[src/design/abs_pkg.sv]
// Shared types and constants of the antialiased box splat.
// Used by the front end, the axis span unit, the job queue, the pixel back end and the top level.
package abs_pkg;

  localparam int unsigned FRAC_BITS = 8;
  localparam int unsigned MAX_BOX   = 8;

  // Largest effective side in Q.8 pixels.
  localparam logic [12:0] SIDE_MAX   = 13'((MAX_BOX - 1) << FRAC_BITS);
  localparam logic [12:0] CANVAS_MAX = 13'd4096;
  localparam logic [8:0]  ONE_PX     = 9'd256;

  // Division by 255 as a multiplication: q = (m * RECIP_255) >> RECIP_SHIFT, then one correction.
  localparam logic [16:0] RECIP_255   = 17'd32897;
  localparam int unsigned RECIP_SHIFT = 23;
  localparam logic [19:0] ALPHA_ROUND = 20'd127;

  // Register indexes on the configuration port.
  localparam logic [1:0] REG_CANVAS_WIDTH  = 2'd0;
  localparam logic [1:0] REG_CANVAS_HEIGHT = 2'd1;
  localparam logic [1:0] REG_BOX_SIDE      = 2'd2;
  localparam logic [1:0] REG_SIDE_BY_ALPHA = 2'd3;

  typedef struct packed {
    logic [12:0] canvas_width;
    logic [12:0] canvas_height;
    logic [10:0] box_side;
    logic        side_by_alpha;
  } abs_cfg_t;

  // One axis of a box: first pixel, pixel count and the first and last weights.
  typedef struct packed {
    logic [11:0] start;
    logic [3:0]  count;
    logic [8:0]  w_first;
    logic [8:0]  w_last;
  } abs_span_t;

  // One classified particle waiting for the back end.
  typedef struct packed {
    abs_span_t  xs;
    abs_span_t  ys;
    logic [7:0] red;
    logic [7:0] green;
    logic [7:0] blue;
    logic [7:0] alpha;
  } abs_job_t;

endpackage

[src/design/abs_axis.sv]
// Span unit for one axis: edges, clipping and weights of a box along x or y.
// Depends on abs_pkg for the span type.
module abs_axis
  import abs_pkg::*;
(
  input  logic        clk_i,
  input  logic        load_i,
  input  logic [21:0] center_i,
  input  logic [10:0] half_lo_i,
  input  logic [10:0] half_hi_i,
  input  logic [12:0] limit_i,
  output abs_span_t   span_o
);

  logic signed [22:0] lo, hi, lo_r, hi_r;
  logic signed [14:0] ceil_lo, ceil_hi, a2;
  logic [8:0]  e1, e2;
  logic [11:0] side_sum;
  logic        single, vis;

  logic signed [14:0] a1_q, a2_q;
  logic [8:0]  e1_q, e2_q, ws_q;
  logic        single_q, vis_q;

  // Box edges and their pixel ceilings.
  always_comb begin
    lo      = $signed({center_i[21], center_i}) - $signed({12'd0, half_lo_i});
    hi      = $signed({center_i[21], center_i}) + $signed({12'd0, half_hi_i});
    lo_r    = lo + 23'sd255;
    hi_r    = hi + 23'sd255;
    ceil_lo = lo_r[22:8];
    ceil_hi = hi_r[22:8];
    a2      = ceil_hi - 15'sd1;
    e1      = (lo[7:0] == 8'd0) ? 9'd0 : (ONE_PX - {1'b0, lo[7:0]});
    e2      = (hi[7:0] == 8'd0) ? ONE_PX : {1'b0, hi[7:0]};
    single  = (ceil_hi == ceil_lo);
    side_sum = {1'b0, half_lo_i} + {1'b0, half_hi_i};
    vis     = (ceil_lo <= $signed({2'b00, limit_i})) && !a2[14];
  end

  always_ff @(posedge clk_i) begin
    if (load_i) begin
      a1_q     <= ceil_lo;
      a2_q     <= a2;
      e1_q     <= e1;
      e2_q     <= e2;
      ws_q     <= side_sum[8:0];
      single_q <= single;
      vis_q    <= vis;
    end
  end

  logic signed [14:0] lim_s;
  logic        lead, trail;
  logic [12:0] a1c, a2c, mid, a1m;

  // Clip to the canvas and count the pixels of the span.
  always_comb begin
    lim_s = $signed({2'b00, limit_i});
    lead  = (a1_q > 15'sd0) && (e1_q != 9'd0);
    a1c   = (a1_q > 15'sd0) ? a1_q[12:0] : 13'd0;
    trail = (a2_q < lim_s);
    a2c   = trail ? a2_q[12:0] : limit_i;
    mid   = a2c - a1c;
    a1m   = a1c - 13'd1;
    if (!vis_q) begin
      span_o = '0;
    end else if (single_q) begin
      span_o.start   = a2_q[11:0];
      span_o.count   = 4'd1;
      span_o.w_first = ws_q;
      span_o.w_last  = ws_q;
    end else begin
      span_o.start   = lead ? a1m[11:0] : a1c[11:0];
      span_o.count   = mid[3:0] + {3'd0, lead} + {3'd0, trail};
      span_o.w_first = lead ? e1_q : ((mid != 13'd0) ? ONE_PX : e2_q);
      span_o.w_last  = trail ? e2_q : ((mid != 13'd0) ? ONE_PX : e1_q);
    end
  end

endmodule

[src/design/abs_front.sv]
// Front end: accepts particles, sizes the box and classifies both axes into a job.
// Depends on abs_pkg and abs_axis.
module abs_front
  import abs_pkg::*;
(
  input  logic        clk_i,
  input  logic        rst_ni,
  input  abs_cfg_t    cfg_i,
  input  logic        in_valid_i,
  output logic        in_ready_o,
  input  logic [21:0] center_x_i,
  input  logic [21:0] center_y_i,
  input  logic [7:0]  red_i,
  input  logic [7:0]  green_i,
  input  logic [7:0]  blue_i,
  input  logic [7:0]  alpha_i,
  output logic        push_o,
  input  logic        full_i,
  output abs_job_t    job_o
);

  typedef enum logic [2:0] {ST_IDLE, ST_RECIP, ST_FIX, ST_AXIS, ST_PACK} state_e;
  state_e state_q;

  logic [21:0] cx_q, cy_q;
  logic [7:0]  red_q, green_q, blue_q, alpha_q;
  logic [18:0] prod_q;
  logic [19:0] m_q;
  logic [35:0] recip_q;
  logic [10:0] hl_q, hr_q;

  logic [19:0] m_d;
  logic [12:0] q0, q, side_sel, side_c;
  logic [20:0] q0_x255;
  logic [12:0] width_c, height_c;
  abs_span_t   xs, ys;
  logic        accept, empty;

  assign in_ready_o = (state_q == ST_IDLE);
  assign accept     = in_valid_i && in_ready_o;

  // Side: box_side, or round(side * alpha / 255) in alpha mode; then saturated.
  always_comb begin
    m_d      = {1'b0, prod_q} + ALPHA_ROUND;
    q0       = recip_q[35:RECIP_SHIFT];
    q0_x255  = {q0, 8'd0} - {8'd0, q0};
    q        = (q0_x255 > {1'b0, m_q}) ? (q0 - 13'd1) : q0;
    side_sel = cfg_i.side_by_alpha ? q : {2'b00, cfg_i.box_side};
    side_c   = (side_sel > SIDE_MAX) ? SIDE_MAX : side_sel;
    width_c  = (cfg_i.canvas_width > CANVAS_MAX) ? CANVAS_MAX : cfg_i.canvas_width;
    height_c = (cfg_i.canvas_height > CANVAS_MAX) ? CANVAS_MAX : cfg_i.canvas_height;
  end

  abs_axis u_axis_x (
    .clk_i     (clk_i),
    .load_i    (state_q == ST_AXIS),
    .center_i  (cx_q),
    .half_lo_i (hl_q),
    .half_hi_i (hr_q),
    .limit_i   (width_c),
    .span_o    (xs)
  );

  abs_axis u_axis_y (
    .clk_i     (clk_i),
    .load_i    (state_q == ST_AXIS),
    .center_i  (cy_q),
    .half_lo_i (hl_q),
    .half_hi_i (hr_q),
    .limit_i   (height_c),
    .span_o    (ys)
  );

  // A box with no pixel on one of its axes leaves nothing to do.
  assign empty  = (xs.count == 4'd0) || (ys.count == 4'd0);
  assign push_o = (state_q == ST_PACK) && !empty && !full_i;

  always_comb begin
    job_o.xs    = xs;
    job_o.ys    = ys;
    job_o.red   = red_q;
    job_o.green = green_q;
    job_o.blue  = blue_q;
    job_o.alpha = alpha_q;
  end

  // Sequencer with the payload registers of each step.
  always_ff @(posedge clk_i or negedge rst_ni) begin
    if (!rst_ni) begin
      state_q <= ST_IDLE;
    end else begin
      unique case (state_q)
        ST_IDLE: begin
          if (accept) begin
            state_q <= ST_RECIP;
          end
        end
        ST_RECIP: state_q <= ST_FIX;
        ST_FIX:   state_q <= ST_AXIS;
        ST_AXIS:  state_q <= ST_PACK;
        ST_PACK: begin
          if (empty || !full_i) begin
            state_q <= ST_IDLE;
          end
        end
        default: state_q <= ST_IDLE;
      endcase
    end
  end

  always_ff @(posedge clk_i) begin
    if (accept) begin
      cx_q    <= center_x_i;
      cy_q    <= center_y_i;
      red_q   <= red_i;
      green_q <= green_i;
      blue_q  <= blue_i;
      alpha_q <= cfg_i.side_by_alpha ? 8'd255 : alpha_i;
      prod_q  <= {8'd0, cfg_i.box_side} * {11'd0, alpha_i};
    end
    if (state_q == ST_RECIP) begin
      m_q     <= m_d;
      recip_q <= {16'd0, m_d} * {19'd0, RECIP_255};
    end
    if (state_q == ST_FIX) begin
      hl_q <= side_c[11:1];
      hr_q <= side_c[10:0] - side_c[11:1];
    end
  end

endmodule

[src/design/abs_fifo.sv]
// Short job queue between the front end and the back end.
// Depends on abs_pkg for the job type.
module abs_fifo
  import abs_pkg::*;
#(
  parameter int unsigned DEPTH = 4
) (
  input  logic     clk_i,
  input  logic     rst_ni,
  input  logic     push_i,
  input  abs_job_t wdata_i,
  output logic     full_o,
  input  logic     pop_i,
  output logic     valid_o,
  output abs_job_t rdata_o
);

  localparam int unsigned AW = (DEPTH > 1) ? $clog2(DEPTH) : 1;
  localparam int unsigned CW = $clog2(DEPTH + 1);
  localparam logic [AW-1:0] LAST_PTR = AW'(DEPTH - 1);
  localparam logic [CW-1:0] FULL_CNT = CW'(DEPTH);

  abs_job_t mem_q [DEPTH];
  logic [AW-1:0] wptr_q, rptr_q;
  logic [CW-1:0] cnt_q;

  assign full_o  = (cnt_q == FULL_CNT);
  assign valid_o = (cnt_q != '0);
  assign rdata_o = mem_q[rptr_q];

  // Pointers and fill count.
  always_ff @(posedge clk_i or negedge rst_ni) begin
    if (!rst_ni) begin
      wptr_q <= '0;
      rptr_q <= '0;
      cnt_q  <= '0;
    end else begin
      if (push_i) begin
        wptr_q <= (wptr_q == LAST_PTR) ? '0 : (wptr_q + AW'(1));
      end
      if (pop_i) begin
        rptr_q <= (rptr_q == LAST_PTR) ? '0 : (rptr_q + AW'(1));
      end
      if (push_i && !pop_i) begin
        cnt_q <= cnt_q + CW'(1);
      end else if (pop_i && !push_i) begin
        cnt_q <= cnt_q - CW'(1);
      end
    end
  end

  always_ff @(posedge clk_i) begin
    if (push_i) begin
      mem_q[wptr_q] <= wdata_i;
    end
  end

endmodule

[src/design/abs_back.sv]
// Back end: walks a job in row-major order and emits one weighted pixel a cycle while the output is not stalled.
// Depends on abs_pkg for the job type.
module abs_back
  import abs_pkg::*;
(
  input  logic        clk_i,
  input  logic        rst_ni,
  input  logic        job_valid_i,
  input  abs_job_t    job_i,
  output logic        pop_o,
  output logic        out_valid_o,
  input  logic        out_ready_i,
  output logic [11:0] pixel_x_o,
  output logic [11:0] pixel_y_o,
  output logic [8:0]  coverage_o,
  output logic [7:0]  red_o,
  output logic [7:0]  green_o,
  output logic [7:0]  blue_o,
  output logic [7:0]  alpha_o,
  output logic        last_o
);

  abs_job_t   job_q;
  logic       busy_q, ov_q;
  logic [2:0] ix_q, iy_q;

  logic [11:0] px_q, py_q;
  logic [8:0]  cov_q;
  logic        last_q;
  logic [7:0]  red_q, green_q, blue_q, alpha_q;

  logic        emit, last_x, last_y;
  logic [3:0]  xm1, ym1;
  logic [8:0]  wx, wy;
  logic [17:0] prod;
  logic [17:0] prod_r;
  logic [9:0]  cov_raw;
  logic [8:0]  cov;

  assign pop_o = !busy_q && job_valid_i;
  assign emit  = busy_q && (!ov_q || out_ready_i);

  // Weight of the current column and row, and their product.
  always_comb begin
    xm1     = job_q.xs.count - 4'd1;
    ym1     = job_q.ys.count - 4'd1;
    last_x  = ({1'b0, ix_q} == xm1);
    last_y  = ({1'b0, iy_q} == ym1);
    wx      = (ix_q == 3'd0) ? job_q.xs.w_first : (last_x ? job_q.xs.w_last : ONE_PX);
    wy      = (iy_q == 3'd0) ? job_q.ys.w_first : (last_y ? job_q.ys.w_last : ONE_PX);
    prod    = {9'd0, wx} * {9'd0, wy};
    prod_r  = prod + 18'd128;
    cov_raw = prod_r[17:8];
    cov     = (cov_raw > 10'd256) ? ONE_PX : cov_raw[8:0];
  end

  // Walk control and output valid.
  always_ff @(posedge clk_i or negedge rst_ni) begin
    if (!rst_ni) begin
      busy_q <= 1'b0;
      ov_q   <= 1'b0;
      ix_q   <= '0;
      iy_q   <= '0;
    end else begin
      if (pop_o) begin
        busy_q <= 1'b1;
        ix_q   <= '0;
        iy_q   <= '0;
      end else if (emit) begin
        if (last_x) begin
          ix_q <= '0;
          iy_q <= iy_q + 3'd1;
          if (last_y) begin
            busy_q <= 1'b0;
          end
        end else begin
          ix_q <= ix_q + 3'd1;
        end
      end
      if (emit) begin
        ov_q <= 1'b1;
      end else if (out_ready_i) begin
        ov_q <= 1'b0;
      end
    end
  end

  // The color travels with each pixel so that a new job cannot change a waiting item.
  always_ff @(posedge clk_i) begin
    if (pop_o) begin
      job_q <= job_i;
    end
    if (emit) begin
      px_q    <= job_q.xs.start + {9'd0, ix_q};
      py_q    <= job_q.ys.start + {9'd0, iy_q};
      cov_q   <= cov;
      last_q  <= last_x && last_y;
      red_q   <= job_q.red;
      green_q <= job_q.green;
      blue_q  <= job_q.blue;
      alpha_q <= job_q.alpha;
    end
  end

  assign out_valid_o = ov_q;
  assign pixel_x_o   = px_q;
  assign pixel_y_o   = py_q;
  assign coverage_o  = cov_q;
  assign red_o       = red_q;
  assign green_o     = green_q;
  assign blue_o      = blue_q;
  assign alpha_o     = alpha_q;
  assign last_o      = last_q;

  // The walk ends only on the final pixel of a job.
  a_end_on_last: assert property (@(posedge clk_i) disable iff (!rst_ni)
    $fell(busy_q) |-> $past(emit && last_x && last_y))
    else $error("back end left a job before its last pixel");

  // Coverage never exceeds a full pixel.
  a_cov_bound: assert property (@(posedge clk_i) disable iff (!rst_ni)
    ov_q |-> (cov_q <= ONE_PX))
    else $error("coverage above full");

  // A job taken from the queue always has pixels on both axes.
  a_job_nonempty: assert property (@(posedge clk_i) disable iff (!rst_ni)
    pop_o |-> ((job_i.xs.count != 4'd0) && (job_i.ys.count != 4'd0)))
    else $error("empty job reached the back end");

endmodule

[src/design/antialiased_box_splat.sv]
// Antialiased box splat. Each particle passes through the front end (side scaling
// by alpha, a reciprocal multiply, edge classification of both axes), which takes no new
// particle until it has queued or dropped the last one; the back end emits its pixels one
// per cycle while the output is not stalled, and its single pixel multiplier bounds the
// sustained rate. QUEUE_DEPTH particles may wait between the two halves.
// Holds the configuration registers and connects abs_front, abs_fifo and abs_back.
module antialiased_box_splat
  import abs_pkg::*;
#(
  parameter int unsigned QUEUE_DEPTH = 4
) (
  input  logic        clk_i,
  input  logic        rst_ni,
  // Fields from bit 0: center_x[21:0], center_y[43:22], red[51:44], green[59:52],
  // blue[67:60], alpha[75:68], zero fill[79:76].
  input  logic [79:0] s_axis_tdata,
  input  logic        s_axis_tvalid,
  output logic        s_axis_tready,
  // Fields from bit 0: pixel_x[11:0], pixel_y[23:12], coverage[32:24], out_red[40:33],
  // out_green[48:41], out_blue[56:49], out_alpha[64:57], zero fill[71:65].
  output logic [71:0] m_axis_tdata,
  output logic        m_axis_tvalid,
  input  logic        m_axis_tready,
  output logic        m_axis_tlast,
  input  logic        psel,
  input  logic        penable,
  input  logic        pwrite,
  input  logic [3:0]  paddr,
  input  logic [31:0] pwdata,
  output logic [31:0] prdata,
  output logic        pready
);

  abs_cfg_t cfg_q;
  logic     cfg_we;
  logic [1:0] reg_idx;

  assign pready  = 1'b1;
  assign reg_idx = paddr[3:2];
  assign cfg_we  = psel && penable && pwrite && pready;

  // Configuration registers.
  always_ff @(posedge clk_i or negedge rst_ni) begin
    if (!rst_ni) begin
      cfg_q.canvas_width  <= 13'd640;
      cfg_q.canvas_height <= 13'd480;
      cfg_q.box_side      <= 11'd256;
      cfg_q.side_by_alpha <= 1'b0;
    end else if (cfg_we) begin
      unique case (reg_idx)
        REG_CANVAS_WIDTH:  cfg_q.canvas_width  <= pwdata[12:0];
        REG_CANVAS_HEIGHT: cfg_q.canvas_height <= pwdata[12:0];
        REG_BOX_SIDE:      cfg_q.box_side      <= pwdata[10:0];
        REG_SIDE_BY_ALPHA: cfg_q.side_by_alpha <= pwdata[0];
        default: ;
      endcase
    end
  end

  always_comb begin
    unique case (reg_idx)
      REG_CANVAS_WIDTH:  prdata = {19'd0, cfg_q.canvas_width};
      REG_CANVAS_HEIGHT: prdata = {19'd0, cfg_q.canvas_height};
      REG_BOX_SIDE:      prdata = {21'd0, cfg_q.box_side};
      REG_SIDE_BY_ALPHA: prdata = {31'd0, cfg_q.side_by_alpha};
      default:           prdata = '0;
    endcase
  end

  abs_job_t push_job, head_job;
  logic     push, full, pop, head_valid;

  abs_front u_front (
    .clk_i      (clk_i),
    .rst_ni     (rst_ni),
    .cfg_i      (cfg_q),
    .in_valid_i (s_axis_tvalid),
    .in_ready_o (s_axis_tready),
    .center_x_i (s_axis_tdata[21:0]),
    .center_y_i (s_axis_tdata[43:22]),
    .red_i      (s_axis_tdata[51:44]),
    .green_i    (s_axis_tdata[59:52]),
    .blue_i     (s_axis_tdata[67:60]),
    .alpha_i    (s_axis_tdata[75:68]),
    .push_o     (push),
    .full_i     (full),
    .job_o      (push_job)
  );

  abs_fifo #(
    .DEPTH (QUEUE_DEPTH)
  ) u_fifo (
    .clk_i   (clk_i),
    .rst_ni  (rst_ni),
    .push_i  (push),
    .wdata_i (push_job),
    .full_o  (full),
    .pop_i   (pop),
    .valid_o (head_valid),
    .rdata_o (head_job)
  );

  logic [11:0] px, py;
  logic [8:0]  cov;
  logic [7:0]  o_r, o_g, o_b, o_a;

  abs_back u_back (
    .clk_i       (clk_i),
    .rst_ni      (rst_ni),
    .job_valid_i (head_valid),
    .job_i       (head_job),
    .pop_o       (pop),
    .out_valid_o (m_axis_tvalid),
    .out_ready_i (m_axis_tready),
    .pixel_x_o   (px),
    .pixel_y_o   (py),
    .coverage_o  (cov),
    .red_o       (o_r),
    .green_o     (o_g),
    .blue_o      (o_b),
    .alpha_o     (o_a),
    .last_o      (m_axis_tlast)
  );

  assign m_axis_tdata = {7'd0, o_a, o_b, o_g, o_r, cov, py, px};

endmodule
[config.mk]
export PLATFORM = sky130hd
export DESIGN_NAME = antialiased_box_splat
export DESIGN_NICKNAME = d
export VERILOG_FILES = /design/src/design/abs_pkg.sv /design/src/design/abs_axis.sv /design/src/design/abs_front.sv /design/src/design/abs_fifo.sv /design/src/design/abs_back.sv /design/src/design/antialiased_box_splat.sv
export SDC_FILE = /design/constraint.sdc
export NUM_CORES = 2
export LEC_CHECK = 0
export ABC_AREA = 1
export BUFFER_PORTS_ARGS = -buffer_cell sky130_fd_sc_hd__buf_4
export CAP_MARGIN = 20
export CORE_ASPECT_RATIO = 0.5
export CORE_MARGIN = 5
export CORE_UTILIZATION = 57
export DETAILED_ROUTE_END_ITERATION = 8
export PLACE_DENSITY = 0.89
export SKIP_LAST_GASP = 1
export SLEW_MARGIN = 20
export SYNTH_ARGS = -nofsm -noshare
export SYNTH_HDL_FRONTEND = slang
export SYNTH_SLANG_ARGS = --single-unit
[constraint.sdc]
create_clock -name clk_i -period 10 [get_ports clk_i]
set_input_delay 0.5 -clock clk_i [delete_from_list [all_inputs] [get_ports clk_i]]
set_output_delay 0.5 -clock clk_i [all_outputs]
set_load 0.01 [all_outputs]
Yosys cells after proc, flatten, opt, wreduce, memory -nomap -nowiden:

Memories as Yosys holds them, arrays and structs flattened. A register that Yosys moved wholly into a read port is not among the register bits.
Index checks and enable logic that the tools add are counted.

* flip-flop bits (word level): 404
* bits in writable memories: 400
* input bits: 123
* output and inout bits: 108
* word-level logic and storage cells: 216
* memories kept: 1

Memories
* u_fifo.mem_q: depth 4, width 100, read ports 1, clocked after memory_dff 1, write ports 1, line abs_fifo.sv:23 `abs_job_t mem_q [DEPTH];`

* add/subtract/negate cells: 36
* multiply operators: 3
* order comparisons: 11
* equal/unequal tests: 16
* muxes and demuxes: 51
* reductions and logical operators: 52

Operator list (number)
* two-way mux 34 bit: 4
* case mux 32 bit (4 select lines): 1
* two-way mux 9 bit: 14
* two-way mux 13 bit: 8
* adder 23 x 9 -> 23 bit, second input constant: 4
* adder 22 x 12 -> 23 bit: 2
* subtractor 22 x 12 -> 23 bit: 2
* multiplier 20 x 16 -> 36 bit, second input constant: 1
* two-way mux 12 bit: 3
* logical NOT 8 bit: 4
* equality test 15 bit: 2
* greater-than comparator 15 x 1 -> 1 bit, second input constant: 2
* less-or-equal comparator 15 x 14 -> 1 bit: 2
* less-than comparator 15 x 14 -> 1 bit: 2
* two-way mux 3 bit: 10
* subtractor 15 x 2 -> 15 bit, second input constant: 2
* greater-than comparator 13 bit, second input constant: 2
* nonzero test 13 bit: 2
* subtractor 13 bit: 2
* adder 12 x 3 -> 12 bit: 2
* subtractor 12 x 1 -> 12 bit, second input constant: 2
* greater-than comparator 21 x 20 -> 1 bit: 1
* subtractor 21 x 13 -> 21 bit: 1
* adder 19 x 7 -> 20 bit, second input constant: 1
* 35 further kinds: 93

Logic depth before layout (Yosys ltp):

* depth after elaboration: 19
* mapped depth: 44
* gate-level depth less buffers: 43

Cells and area by module:

Synthesis repeated with hierarchy kept, for this count alone.

* cell total of the unflattened synthesis: 6297
* area, all modules: 56648.1 um^2

By module, submodules not included
* abs_fifo: instances 1, cells each 1220, area each 16440.8 um^2, seq. area each 12186.7 um^2
* abs_front: instances 1, cells each 1319, area each 12306.8 um^2, seq. area each 4579.4 um^2
* abs_back: instances 1, cells each 779, area each 9191.3 um^2, seq. area each 5185.0 um^2
* abs_axis (u_front.u_axis_x): instances 1, cells each 1419, area each 8562.0 um^2, seq. area each 1771.7 um^2
* abs_axis (u_front.u_axis_y): instances 1, cells each 1299, area each 8196.6 um^2, seq. area each 1771.7 um^2
* antialiased_box_splat: instances 1, cells each 261, area each 1950.6 um^2, seq. area each 959.7 um^2

Worst setup path after synthesis:

OpenSTA, ideal clock, no wires.

* path kind: flip-flop to flip-flop
* start point: reg cfg_q[27] (netlist name)
* end point: mem u_fifo.mem_q[0][0] (netlist name), enable pin
* setup time: 0.560 ns
* arrival: 8.707 ns
* data required time: 9.440 ns
* slack: 0.734 ns
* stages on the path, launching flop included: 25
* path buffers: 2
* clock period less this slack: 9.266 ns
* cells stage by stage: dfrtp_1 nor4_1 and2_1 nand3_1 nand2_1 nand2_1 ha_1 a21oi_1 o21ai_0 o2111ai_1 nand4_1 nand2_1 clkbuf_1 clkbuf_1 o21ai_0 ha_1 fa_1 inv_1 ha_1 nand2_1 nor2_1 o311ai_0 nor2_1 inv_1 nor2_1

RTL lines
* start: declaration: line antialiased_box_splat.sv:34 `abs_cfg_t cfg_q;`
* end: declaration: line abs_fifo.sv:23

==> impl_metrics.ini <==
[final_layout]
multiInputGateArea_um2 = 22600
final_cell_mix = 1,037 x nand2_1, 825 x edfxtp_1, 766 x inv_1, 544 x nor2_1, 397 x o21ai_0
final-seq-area_um2 = 26200
final_cells = 6984
diodes = 0
fill_cells = 6715
final_common_cell = nand2_1
drive_above_1_share_pct = 7.42
syn2layout_area_growth_pct = 11.1
nets = 6282

[logic_synthesis]
synth.ff_latch_count = 881
synth_cells = 5485
async_flop_share_pct = 6.36
synth_cell_types = 64
synth-edff-count = 825
yosys_warnings = 0
netlist_area_um2 = 52300
synth_flop_cell = edfxtp_1
ys_seq_area_share_pct = 50.0
synth.avg_cell_area_um2 = 9.54

[critical_path]
r2r_start = cfg_q[15]$_DFFE_PN0P_
worstSetupPathType = reg2reg
path_max_fanout = 81
max_stage_delay_ns = 0.64
worstPathArrival_ns = 7.84
crit_path_end_kind = register
cp_common_cell = nand2_1
reg2reg_slack_ns = 2.48
worst-path-buf-inv = 6
crit_start = cfg_q[15]$_DFFE_PN0P_
r2r_end = u_fifo.mem_q[3][97]$_DFFE_PP_
critPathCapture = u_fifo.mem_q[3][97]$_DFFE_PP_
worstRegToRegCells = 30
startpoint_type = register
path_delay_family = simple AND/OR/NAND/NOR gates
required_ns = 10.32
crit_cells = 30
cpMaxStageDelayCell = nor2_4

[grt]
grtUsageTotal_pct = 28.0
grt_overflow = 0
grt_pass1_wl_um = 217000
grt_pass1_vias = 40200
antenna_found_initial = 2
grt_max_degree = 113

[timing]
fin_crit_sh_pct = 75.2
finalSetupViolations = 0
fin_crit_ns = 7.52
tns_ns = 0
hold_viol_final = 0
fin_skew_ns = 0.0622
holdWs_ns = 0.0242
slew_viol_final = 0
maxSlewHeadroom_pct = 24.6
rsz0062_at_grt = no
fmax_mhz = 133
worst_slack_ns = 2.48
tightestPinTransition_ns = 1.13

[clock_network]
clockRootBuffer = clkbuf_16
cts_num_sinks = 881
h-tree-depth = 3
worst_skew_pair.late_latency_ns = 0.71
clockBufferDepth = 3
clk_pin_slew_worst_paths_ns = 0.07
cts_tree = built
cts_buffers = 78

[drt]
viasPerCell = 5.82
num_vias = 40700
drc_errors = 0
wl_um = 140000
ant_nets = 0
firstDrtPassIters = 6
drtIter0Drc = 4534
wl_per_cell_um = 20.0

[power]
leakagePower_nw = 25.3
p_comb_share_pct = 52.2
vdd_drop_max_v = 0.000385
finalPower_mw = 18.6
p_int_mw = 10.1
switching_power_mw = 8.46
seqPwrFrac_pct = 30.6
clkPwrFrac_pct = 17.2
switching_share_pct = 45.5
powerDensity_nw_per_um2 = 320

[placement]
numPortBuffers = 178
place_ws_ns = 2.60
routabilityCongestion = 0.947
hpwlAfterDp_um = 97700
place_inst = 6782

[run_status]
status = complete, no violations

[min_path]
min_path_type = in2reg

[die]
die_w_um = 438
core-area_um2 = 90900
die_height_um = 224
rows = 78
fp.dieArea_um2 = 98300
num_io_pins = 231
start_util_pct = 57.6

[flow_run]
drv_cap = 0
## registers in the layout, summed over array words and instances, names as in the netlist, 11 cells and up
name / cells
u_front.cx_q: 22
u_front.prod_q: 19
u_fifo.mem_q: 400
u_front.u_axis_y.a2_q: 15
u_back.pixel_y_o: 12
u_front.u_axis_y.a1_q: 15
u_front.hl_q: 11
u_front.cy_q: 22
cfg_q: 38
u_front.u_axis_x.a1_q: 15
u_front.u_axis_x.a2_q: 15
u_front.hr_q: 11
u_front.m_q: 13
u_back.job_q: 100
u_back.pixel_x_o: 12
u_front.recip_q: 20
## layer usage
layer  vias up  global-route usage, %  share of wire [%]
met4         2                   12.0                4.3
li1      18800                      -                  -
met2      2192                   47.8                 49
met5         -                      0             0.0079
met1     19300                   36.0                 39
met3       349                   4.16                8.6
## how the worst min path moves through the flow
stage / from / endpoint / slack [ns] / cells after the start
2_1_floorplan: rst_ni / cfg_q[0]$_DFFE_PN0P_ / 0.20 / 0
3_3_place_gp: u_back.job_q[3]$_DFFE_PP_ / u_back.alpha_o[3]$_DFFE_PP_ / 0.40 / 0
3_5_place_dp: u_back.job_q[14]$_DFFE_PP_ / u_back.blue_o[6]$_DFFE_PP_ / 0.40 / 0
4_1_cts: s_axis_tdata[43] / u_front.cy_q[21]$_DFFE_PP_ / 0.001 / 1
5_1_grt: s_axis_tdata[41] / u_front.cy_q[19]$_DFFE_PP_ / 0.01 / 1
6_report: s_axis_tdata[38] / u_front.cy_q[16]$_DFFE_PP_ / 0.02 / 1
## power by group through the flow
stage	Clock (mW)	Sequential, mW	Combinational (mW)
final	3.20	5.68	9.71
after global routing	3.36	5.73	10.9
after CTS	3.18	5.66	9.56
after detailed placement	0	5.73	9.41
after global placement	0	5.70	8.89
after floorplan	0	5.48	7.07
## worst register-to-register path, delay by kind of cell, from the launching register on
kind | cells | cell delay (ns)
buffers and inverters | 6 | 1.66
AOI/OAI and AO/OA | 5 | 0.95
and+or+nand+nor | 16 | 2.81
DFF | 1 | 0.42
adders and majority gates | 3 | 1.22
## synthesized netlist by cell type (17+ instances only)
master | instances | area share (%)
clkbuf_1 | 133 | 0.95
nand3_1 | 258 | 2.5
inv_1 | 770 | 5.5
nor2_2 | 22 | 0.26
o21ai_0 | 397 | 3.8
nand3b_1 | 25 | 0.36
fa_1 | 120 | 4.6
o21a_1 | 18 | 0.26
edfxtp_1 | 825 | 47
buf_4 | 28 | 0.40
nand2_1 | 1037 | 7.4
nor3_1 | 52 | 0.50
nor2_1 | 553 | 4.0
o21ai_1 | 18 | 0.17
xor2_1 | 164 | 2.7
nand4_1 | 82 | 0.98
o22ai_1 | 102 | 1.2
xnor2_1 | 63 | 1.1
or2_2 | 17 | 0.20
dfrtp_1 | 49 | 2.3
a21oi_1 | 225 | 2.2
ha_1 | 355 | 8.5
nor4_1 | 19 | 0.23
## layout make-up
| cell class | instances | share of cell area, % |
|---|---|---|
| Clock buffer | 90 | 3.44 |
| Clock inverter | 50 | 1.11 |
| Inverter | 780 | 5.05 |
| Multi-Input combinational cell | 3680 | 38.9 |
| Sequential cell | 881 | 45.0 |
| Tap cell | 1240 | 2.67 |
| Timing Repair Buffer | 263 | 3.81 |
## through the flow
stage          cell area (um^2)  utilization, %
6_report                  58100            64.0
5_1_grt                   58100            64.0
4_1_cts                   58100            64.0
3_5_place_dp              54900            60.4
3_3_place_gp              54900            60.4
2_1_floorplan             52400               -
## what timing repair did
action                                  4_1_cts  5_1_grt
endpoints found under the hold margin       105        0
resized for setup                             0        0
hold buffers                                 62        0
endpoints found under the setup margin        0        0
buffers inserted                              0        0
## kinds of logic after synthesis
group | after synthesis | synth area share (%)
fa+ha+maj | 475 | 13.1
mux | 1 | 0.0215
buf+inv | 953 | 7.10
simple gates | 2103 | 17.1
xor+xnor | 230 | 3.89
compound gates | 840 | 8.81
flops | 881 | 50.0
other cells | 2 | 0.0144
Note: power is estimated with default switching activity, not from simulation.
